<file path="src/hw/rtl/mandelbrot_pixel_escape_top_assert.svh">
// Assertion macros shared by the Mandelbrot escape-time block.
// Expects signals clk and rst_n in the scope of each use; no other dependencies.
`ifndef MANDELBROT_PIXEL_ESCAPE_TOP_ASSERT_SVH
`define MANDELBROT_PIXEL_ESCAPE_TOP_ASSERT_SVH
`ifndef SYNTHESIS
// checked property, disabled while reset is asserted
`define MPE_ASSERT(lbl, prop) \
  lbl: assert property (@(posedge clk) disable iff (!rst_n) prop) \
    else $error("mpe assertion failed");
// checked property, also active during reset
`define MPE_ASSERT_NORST(lbl, prop) \
  lbl: assert property (@(posedge clk) prop) \
    else $error("mpe assertion failed");
`else
`define MPE_ASSERT(lbl, prop)
`define MPE_ASSERT_NORST(lbl, prop)
`endif
`endif

</file>
<file path="src/hw/rtl/mpe_pkg.sv">
// Shared types, constants and helpers for the Mandelbrot escape-time block.
// No dependencies; used by mpe_core, the top level and the testbench.
package mpe_pkg;

  // screen geometry and fixed-point format
  localparam int WIDTH     = 480;
  localparam int HEIGHT    = 272;
  localparam int FRAC_BITS = 28;
  localparam int HALF_W    = WIDTH / 2;
  localparam int HALF_H    = HEIGHT / 2;

  // square term width (non-negative), cross term width (signed)
  localparam int SQ_W = 63 - FRAC_BITS;
  localparam int CR_W = 65 - FRAC_BITS;

  // escape threshold: 4.0 in fixed point
  localparam logic [SQ_W:0] ESC_LIMIT = {{(SQ_W - 2){1'b0}}, 3'b100} << FRAC_BITS;

  localparam logic [7:0] ALPHA     = 8'hFF;
  localparam logic [7:0] SHADE_MAX = 8'd255;

  // configuration register indexes
  localparam logic [2:0] REG_CENTER_RE  = 3'd0;
  localparam logic [2:0] REG_CENTER_IM  = 3'd1;
  localparam logic [2:0] REG_PIXEL_STEP = 3'd2;
  localparam logic [2:0] REG_MAX_ITER   = 3'd3;
  localparam logic [2:0] REG_SHADE_STEP = 3'd4;

  // reset values of the registers
  localparam logic [31:0] RST_CENTER_RE  = 32'd0;
  localparam logic [31:0] RST_CENTER_IM  = 32'd0;
  localparam logic [27:0] RST_PIXEL_STEP = 28'd2236962;
  localparam logic [15:0] RST_MAX_ITER   = 16'd1;
  localparam logic [7:0]  RST_SHADE_STEP = 8'd255;

  typedef struct packed {
    logic [31:0] center_re;
    logic [31:0] center_im;
    logic [27:0] pixel_step;
    logic [15:0] max_iter;
    logic [7:0]  shade_step;
  } cfg_t;

  typedef struct packed {
    logic [8:0]  x;
    logic [8:0]  y;
    logic [15:0] count;
    logic        in_set;
    logic [31:0] argb;
  } res_t;

  // clamp a 40-bit signed value to signed 32 bit
  function automatic logic signed [31:0] sat32(input logic signed [39:0] v);
    logic signed [31:0] r;
    if (v > 40'sd2147483647) begin
      r = 32'sh7FFFFFFF;
    end else if (v < -40'sd2147483648) begin
      r = 32'sh80000000;
    end else begin
      r = v[31:0];
    end
    return r;
  endfunction

endpackage

</file>
<file path="src/hw/rtl/mpe_mul.sv">
// Shared 32x32 signed multiplier with registered product.
// No package dependency; instantiated by mpe_core.
module mpe_mul (
  input  logic               clk,
  input  logic               en,
  input  logic signed [31:0] a,
  input  logic signed [31:0] b,
  output logic signed [63:0] p_r
);

  // product register holds its value while en is low
  always_ff @(posedge clk) begin
    if (en) begin
      p_r <= a * b;
    end
  end

endmodule

</file>
<file path="src/hw/rtl/mpe_core.sv">
// Sequencer and datapath of the escape-time iteration around one shared multiplier.
// Depends on mpe_pkg, mpe_mul and mandelbrot_pixel_escape_top_assert.svh.
`include "mandelbrot_pixel_escape_top_assert.svh"

module mpe_core (
  input  logic          clk,
  input  logic          rst_n,
  input  mpe_pkg::cfg_t cfg,
  input  logic          start,
  input  logic [8:0]    px,
  input  logic [8:0]    py,
  input  logic          slot_free,
  output logic          idle,
  output logic          res_load,
  output mpe_pkg::res_t res
);

  typedef enum logic [9:0] {
    S_IDLE  = 10'b0000000001,
    S_MAPX  = 10'b0000000010,
    S_MAPY  = 10'b0000000100,
    S_MAPW  = 10'b0000001000,
    S_CHECK = 10'b0000010000,
    S_SQIM  = 10'b0000100000,
    S_CROSS = 10'b0001000000,
    S_UPD   = 10'b0010000000,
    S_SHADE = 10'b0100000000,
    S_DONE  = 10'b1000000000
  } state_t;

  state_t state_r, state_nxt;

  logic [8:0]                      x_r, y_r;
  logic signed [31:0]              c_re_r, c_im_r, z_re_r, z_im_r;
  logic signed [31:0]              c_re_nxt, c_im_nxt, z_re_nxt, z_im_nxt;
  logic [mpe_pkg::SQ_W-1:0]        sq_re_r, sq_im_r;
  logic [15:0]                     n_r;
  logic                            inside_r;

  logic                            mul_en;
  logic signed [31:0]              mul_a, mul_b;
  logic signed [63:0]              prod;
  logic signed [31:0]              dx, dy, step_s;
  logic [mpe_pkg::SQ_W-1:0]        sq_now;
  logic                            escape;
  logic signed [mpe_pkg::CR_W-1:0] cross_sh;
  logic [7:0]                      shade;
  logic [31:0]                     argb;

  // offsets from screen center and step as signed operands
  assign dx     = $signed({23'd0, x_r}) - 32'(mpe_pkg::HALF_W);
  assign dy     = $signed({23'd0, y_r}) - 32'(mpe_pkg::HALF_H);
  assign step_s = $signed({4'd0, cfg.pixel_step});

  // operand select for the shared multiplier
  always_comb begin
    mul_en = 1'b1;
    mul_a  = z_re_r;
    mul_b  = z_re_r;
    case (state_r)
      S_MAPX: begin
        mul_a = dx;
        mul_b = step_s;
      end
      S_MAPY: begin
        mul_a = dy;
        mul_b = step_s;
      end
      S_CHECK: begin
        mul_a = z_re_r;
        mul_b = z_re_r;
      end
      S_SQIM: begin
        mul_a = z_im_r;
        mul_b = z_im_r;
      end
      S_CROSS: begin
        mul_a = z_re_r;
        mul_b = z_im_r;
      end
      S_SHADE: begin
        mul_a = $signed({16'd0, n_r});
        mul_b = $signed({24'd0, cfg.shade_step});
      end
      default: begin
        mul_en = 1'b0;
      end
    endcase
  end

  mpe_mul u_mul (
    .clk (clk),
    .en  (mul_en),
    .a   (mul_a),
    .b   (mul_b),
    .p_r (prod)
  );

  // floor shifts of the product: squares are non-negative, cross keeps its sign
  assign sq_now   = prod[mpe_pkg::FRAC_BITS +: mpe_pkg::SQ_W];
  assign cross_sh = prod[63:mpe_pkg::FRAC_BITS-1];
  assign escape   = ({1'b0, sq_re_r} + {1'b0, sq_now}) > mpe_pkg::ESC_LIMIT;

  // mapped coordinates and z update
  assign c_re_nxt = mpe_pkg::sat32(40'(prod[39:0]) + 40'(signed'(cfg.center_re)));
  assign c_im_nxt = mpe_pkg::sat32(40'(prod[39:0]) + 40'(signed'(cfg.center_im)));
  assign z_im_nxt = mpe_pkg::sat32(40'(cross_sh) + 40'(c_im_r));
  assign z_re_nxt = mpe_pkg::sat32(40'($signed({1'b0, sq_re_r}))
                                 - 40'($signed({1'b0, sq_im_r})) + 40'(c_re_r));

  // colour: shade saturates at full scale, green joins past half the limit
  assign shade = (|prod[23:8]) ? mpe_pkg::SHADE_MAX : prod[7:0];
  always_comb begin
    if (inside_r) begin
      argb = {mpe_pkg::ALPHA, 24'd0};
    end else if (n_r > (cfg.max_iter >> 1)) begin
      argb = {mpe_pkg::ALPHA, shade, shade, 8'd0};
    end else begin
      argb = {mpe_pkg::ALPHA, shade, 16'd0};
    end
  end

  assign idle     = (state_r == S_IDLE);
  assign res_load = (state_r == S_DONE) && slot_free;
  assign res      = '{x: x_r, y: y_r, count: n_r, in_set: inside_r, argb: argb};

  // sequencer
  always_comb begin
    state_nxt = state_r;
    case (state_r)
      S_IDLE:  if (start) state_nxt = S_MAPX;
      S_MAPX:  state_nxt = S_MAPY;
      S_MAPY:  state_nxt = S_MAPW;
      S_MAPW:  state_nxt = S_CHECK;
      S_CHECK: state_nxt = (n_r == cfg.max_iter) ? S_DONE : S_SQIM;
      S_SQIM:  state_nxt = S_CROSS;
      S_CROSS: state_nxt = escape ? S_SHADE : S_UPD;
      S_UPD:   state_nxt = S_CHECK;
      S_SHADE: state_nxt = S_DONE;
      S_DONE:  if (slot_free) state_nxt = S_IDLE;
      default: state_nxt = S_IDLE;
    endcase
  end

  always_ff @(posedge clk) begin
    if (!rst_n) begin
      state_r <= S_IDLE;
    end else begin
      state_r <= state_nxt;
    end
  end

  // datapath registers
  always_ff @(posedge clk) begin
    case (state_r)
      S_IDLE: begin
        if (start) begin
          x_r <= px;
          y_r <= py;
        end
      end
      S_MAPY: begin
        c_re_r <= c_re_nxt;
      end
      S_MAPW: begin
        c_im_r   <= c_im_nxt;
        z_re_r   <= '0;
        z_im_r   <= '0;
        n_r      <= '0;
        inside_r <= 1'b1;
      end
      S_SQIM: begin
        sq_re_r <= sq_now;
      end
      S_CROSS: begin
        sq_im_r <= sq_now;
        if (escape) begin
          inside_r <= 1'b0;
        end
      end
      S_UPD: begin
        z_re_r <= z_re_nxt;
        z_im_r <= z_im_nxt;
        n_r    <= n_r + 16'd1;
      end
      default: begin
      end
    endcase
  end

  // iteration count never passes the limit while a pixel is in flight
  `MPE_ASSERT(a_count_bound, (state_r != S_IDLE && state_r != S_MAPX && state_r != S_MAPY
                              && state_r != S_MAPW) |-> (n_r <= cfg.max_iter))
  // an inside point reports the full limit
  `MPE_ASSERT(a_inside_count, (state_r == S_DONE && inside_r) |-> (n_r == cfg.max_iter))
  // handing off the result frees the core
  `MPE_ASSERT(a_load_idle, res_load |=> (state_r == S_IDLE))
  // an escape always goes through the shade multiply
  `MPE_ASSERT(a_escape_shade, (state_r == S_CROSS && escape) |=> (state_r == S_SHADE))

endmodule

</file>
<file path="src/hw/rtl/mandelbrot_pixel_escape_top.sv">
// Top level of the Mandelbrot escape-time pixel engine: registers, ports, result stage.
// Depends on mpe_pkg and mpe_core (which uses mpe_mul).
//
// Use: send one pixel request (in_pixel_x, in_pixel_y) on the input channel; one
// result request comes back on the output channel with the echoed coordinate,
// the escape count, the inside flag and an ARGB8888 colour.
// A request is taken at a clock edge where valid is high and stall is low.
// The configuration channel (cfg_valid/cfg_ready, cfg_index, cfg_data) writes
// the view center, pixel step, iteration limit and shade step; cfg_ready is
// always high, writes belong in idle periods between pixels.
// Schedule: one shared 32x32 multiplier does all products. After the accept edge
// the core runs coordinate mapping (MAPX, MAPY, MAPW), then each iteration
// (limit check with real square, imaginary square, cross product, z update).
// A point inside after N steps adds one check and the result state before
// out_valid rises. An escape at count K adds both squares, the shade product
// and the result state. in_stall stays high until the core is idle again, so
// the next pixel is taken only after the current one has left the core; the
// result may still wait in the output register.
// If out_stall holds, a finished pixel waits in the core until that drains.
// Reset (rst_n low, synchronous) empties the result stage, idles the core and
// loads the registers with center 0, step 2236962, limit 1, shade step 255.
module mandelbrot_pixel_escape_top (
  input  logic        clk,
  input  logic        rst_n,
  input  logic        in_valid,
  output logic        in_stall,
  input  logic [8:0]  in_pixel_x,
  input  logic [8:0]  in_pixel_y,
  output logic        out_valid,
  input  logic        out_stall,
  output logic [8:0]  out_x,
  output logic [8:0]  out_y,
  output logic [15:0] out_escape_count,
  output logic        out_is_inside,
  output logic [31:0] out_argb_color,
  input  logic        cfg_valid,
  output logic        cfg_ready,
  input  logic [2:0]  cfg_index,
  input  logic [31:0] cfg_data
);

  mpe_pkg::cfg_t cfg_r;
  mpe_pkg::res_t res_r;
  mpe_pkg::res_t core_res;
  logic          out_valid_r;
  logic          core_idle;
  logic          core_load;
  logic          slot_free;

  assign cfg_ready = 1'b1;

  // configuration registers
  always_ff @(posedge clk) begin
    if (!rst_n) begin
      cfg_r.center_re  <= mpe_pkg::RST_CENTER_RE;
      cfg_r.center_im  <= mpe_pkg::RST_CENTER_IM;
      cfg_r.pixel_step <= mpe_pkg::RST_PIXEL_STEP;
      cfg_r.max_iter   <= mpe_pkg::RST_MAX_ITER;
      cfg_r.shade_step <= mpe_pkg::RST_SHADE_STEP;
    end else if (cfg_valid && cfg_ready) begin
      case (cfg_index)
        mpe_pkg::REG_CENTER_RE:  cfg_r.center_re  <= cfg_data;
        mpe_pkg::REG_CENTER_IM:  cfg_r.center_im  <= cfg_data;
        mpe_pkg::REG_PIXEL_STEP: cfg_r.pixel_step <= cfg_data[27:0];
        mpe_pkg::REG_MAX_ITER:   cfg_r.max_iter   <= cfg_data[15:0];
        mpe_pkg::REG_SHADE_STEP: cfg_r.shade_step <= cfg_data[7:0];
        default: begin
        end
      endcase
    end
  end

  assign in_stall  = !core_idle;
  assign slot_free = !out_valid_r || !out_stall;

  mpe_core u_core (
    .clk       (clk),
    .rst_n     (rst_n),
    .cfg       (cfg_r),
    .start     (in_valid && core_idle),
    .px        (in_pixel_x),
    .py        (in_pixel_y),
    .slot_free (slot_free),
    .idle      (core_idle),
    .res_load  (core_load),
    .res       (core_res)
  );

  // output register
  always_ff @(posedge clk) begin
    if (!rst_n) begin
      out_valid_r <= 1'b0;
    end else if (core_load) begin
      out_valid_r <= 1'b1;
    end else if (!out_stall) begin
      out_valid_r <= 1'b0;
    end
  end

  always_ff @(posedge clk) begin
    if (core_load) begin
      res_r <= core_res;
    end
  end

  assign out_valid        = out_valid_r;
  assign out_x            = res_r.x;
  assign out_y            = res_r.y;
  assign out_escape_count = res_r.count;
  assign out_is_inside    = res_r.in_set;
  assign out_argb_color   = res_r.argb;

endmodule

</file>
<file path="config.mk">
export PLATFORM = sky130hd
export DESIGN_NAME = mandelbrot_pixel_escape_top
export DESIGN_NICKNAME = d
export VERILOG_FILES = /design/src/hw/rtl/mpe_pkg.sv /design/src/hw/rtl/mpe_mul.sv /design/src/hw/rtl/mpe_core.sv /design/src/hw/rtl/mandelbrot_pixel_escape_top.sv
export VERILOG_INCLUDE_DIRS = /design/src /design/src/hw/rtl
export SDC_FILE = /design/constraint.sdc
export NUM_CORES = 2
export LEC_CHECK = 0
export BUFFER_PORTS_ARGS = -buffer_cell sky130_fd_sc_hd__buf_4
export CAP_MARGIN = 0
export CELL_PAD_IN_SITES_DETAIL_PLACEMENT = 1
export CELL_PAD_IN_SITES_GLOBAL_PLACEMENT = 2
export CORE_ASPECT_RATIO = 1.75
export CORE_MARGIN = 2
export CORE_UTILIZATION = 46
export DETAILED_ROUTE_END_ITERATION = 16
export PLACE_DENSITY = 0.85
export SLEW_MARGIN = 10
export SYNTH_ARGS = -nofsm -noshare
export SYNTH_HDL_FRONTEND = slang
export SYNTH_HIERARCHICAL = 1
export SYNTH_SLANG_ARGS = --single-unit
export TNS_END_PERCENT = 10
</file>
<file path="constraint.sdc">
create_clock -name clk -period 25.2 [get_ports clk]
set_clock_uncertainty 0.2 [all_clocks]
set_input_delay 5.04 -clock clk [delete_from_list [all_inputs] [get_ports clk]]
set_output_delay 5.04 -clock clk [all_outputs]
set_load 0.02 [all_outputs]
</file>
==> flow_metrics.tcl <==
set metrics [dict create \
    startpoint "u_core/state_r[7]" \
    die_x_um 293 \
    syn_avg_cell_area_um2 9.60 \
    rows 185 \
    place_congestion 0.947 \
    period_minus_slack_ns 12.25 \
    htree_levels 2 \
    synth_cell_type_count 109 \
    arrival_ns 12.52 \
    cap_violations 0 \
    rsz0062_at_grt "false" \
    grt_pass1_vias 59500 \
    crit_fanout 32 \
    setup_viol 0 \
    synthFlopType "edfxtp_1" \
    cts_tree "yes" \
    outcome "finished clean" \
    tightest_slew_ns 1.24 \
    cp_slowest_cell "fa_1" \
    final.period_utilization_pct 48.6 \
    required_ns 25.47 \
    endpoint_kind "flip-flop" \
    finalHoldViolations 0 \
    cts_root_buf "clkbuf_16" \
    cts.sinks 491 \
    die-area_um2 150000 \
    routed_wl_mm 241 \
    num_vias 51600 \
    grt_max_degree 89 \
    nNetsFinal 8509 \
    critPathLaunchType "flip-flop" \
    synth_area_um2 67300 \
    synthCells 7014 \
    overflow 0 \
    cts_setup_buffers 0 \
    hp-class "reg -> reg" \
    fmax_ghz 0.0816 \
    critical_path_class "reg -> reg" \
    cts_hold_buffers 0 \
    rrSetupSlack_ns 12.95 \
    io_pins 128 \
    insertion_delay_ns 0.65 \
    min_path_cells 0 \
    area_delta_synth_final_pct 6.61 \
    crit_top_cell "fa_1" \
    cts_made_buffers 49 \
    initial_core_util_pct 46.3 \
    layout_common_cells "fa_1, inv_1, nand2_1, and2_1, ha_1" \
    endpoint "u_core/u_mul/p_r[56]" \
    drt_iter0_drc 2616 \
    ys_warn_count 6 \
    grtUsageTotal_pct 32.8 \
    drcViolationCount 0 \
    drt-pass1-iter-count 6 \
    synth.ff_latch_count 491 \
    slew_viol_final 0 \
    antenna_found_initial 8 \
    maxSlewHeadroom_pct 17.2 \
    core_area_um2 145000 \
    grt_first_pass_wirelength_mm 364 \
    synth_edf_count 364 \
    wl_per_cell_um 27.3 \
    drive_above_1_share_pct 5.86 \
    ys_seq_area_share_pct 20.0 \
    port_buffers 126 \
    async_reset_ff_share_pct 0 \
    timing.rr.start "u_core/state_r[7]" \
    tns_ns 0 \
    detail-route-antenna-nets 0 \
    vias_per_cell 5.83 \
    clk_path_buf_depth 3 \
    worstReg2RegEnd "u_core/u_mul/p_r[56]" \
    reg2reg_depth 33 \
    chipHeight_um 510 \
    slowest_delay_ns 0.85 \
    layout_commonest_cell "fa_1" \
    post_cts_resized 0 \
    clk_pin_slew_ns 0.07 \
    place_hpwl_mm 193 \
]
cell type report:
type / instances / area, um2
inverter: 1078 / 4050
clock buffer: 56 / 1260
clock inverter: 35 / 453
sequential: 491 / 13500
tap: 1870 / 2340
fill: 16300 / 73600
timing repair buffer: 208 / 1560
antenna: 4 / 10.0
multi-input combinational: 5109 / 48600
logic make-up after synthesis:
logic type	count (synthesis)	share of synthesized area (%)
AND/OR/NAND/NOR	2091	15.3
adder cells (fa/ha/maj)	1514	40.3
buffers and inverters	1428	8.29
AO/OA/AOI/OAI	1087	10.7
flip-flops	491	20.0
XOR/XNOR	276	3.59
multiplexers	124	1.85
other	3	0.0167
critical path, delay by kind of cell (launching register included):
kind            cells  cell delay, ns
compound gates      6            1.39
fa+ha+maj           9            4.65
buf+inv             9            1.79
flops               1            0.35
simple gates        9            3.68
cells in the mapped netlist (all sizes together), types with 29 or more instances:
master / n / area [um2]
nand3: 66 / 335
nor2: 244 / 916
clkbuf: 288 / 1090
nand2b: 34 / 213
a21o: 196 / 1480
a22oi: 29 / 218
nor3: 50 / 255
dfxtp: 127 / 2540
a211oi: 34 / 265
o21ai: 220 / 1110
ha: 426 / 5330
o211ai: 29 / 223
buf: 62 / 444
a21oi: 295 / 1480
nand4: 62 / 388
edfxtp: 364 / 10900
o21a: 33 / 248
nor2b: 56 / 350
xor2: 108 / 946
mux2i: 122 / 1220
and2: 534 / 3340
nand2: 899 / 3380
o21bai: 30 / 225
xnor2: 168 / 1470
fa: 1088 / 21800
inv: 1078 / 4050
and3: 29 / 183
layer usage:
layer / track usage [%] / wire [um] / share of wire [%] / vias up
li1: - / - / - / 22500
met1: 33.1 / 81600 / 34 / 27100
met2: 62.9 / 132000 / 55 / 1344
met3: 3.15 / 8470 / 3.5 / 691
met4: 22.5 / 19500 / 8.1 / 6
met5: 0 / 46 / 0.019 / -
sequential cells by signal (all words and copies together) (netlist names):
name,cells
u_core/u_mul/p_r,64
u_core/n_r,16
u_core/c_re_r,32
u_core/x_r,9
out_argb_color,32
out_valid,1
u_core/z_im_r,32
u_core/sq_im_r,35
out_x,9
out_escape_count,16
out_is_inside,1
u_core/state_r,10
u_core/y_r,9
u_core/sq_re_r,35
u_core/inside_r,1
cfg_r,116
out_y,9
u_core/c_im_r,32
u_core/z_re_r,32
metrics by stage:
| stage | cells | instance area [um2] | util, % | hold slack (ns) | worst slack, ns |
|---|---|---|---|---|---|
| after floorplan | 7028 | 67400 | - | 0.225 | 12.88 |
| after detailed placement | 8756 | 70000 | 48.2 | 0.256 | 13.04 |
| after global placement | 8756 | 70000 | 48.2 | 0.246 | 13.21 |
| final | 8851 | 71800 | 49.4 | 0.262 | 12.95 |
| after global routing | 8847 | 71800 | 49.4 | 0.269 | 12.38 |
| after CTS | 8847 | 71800 | 49.4 | 0.270 | 13.01 |
how the worst min path moves through the flow:
stage                  startpoint          to  slack, ns
CTS                     cfg_r[95]   cfg_r[95]       0.27
global placement       cfg_r[111]  cfg_r[111]       0.25
floorplan           u_core/y_r[0]    out_y[0]       0.23
finish              u_core/x_r[0]    out_x[0]       0.26
global route        u_core/y_r[1]    out_y[1]       0.27
detailed placement      cfg_r[73]   cfg_r[73]       0.26
Power is left out: the tool's default activity adds up to more than one toggle a clock period on the data nets, which glitch-free logic cannot reach.
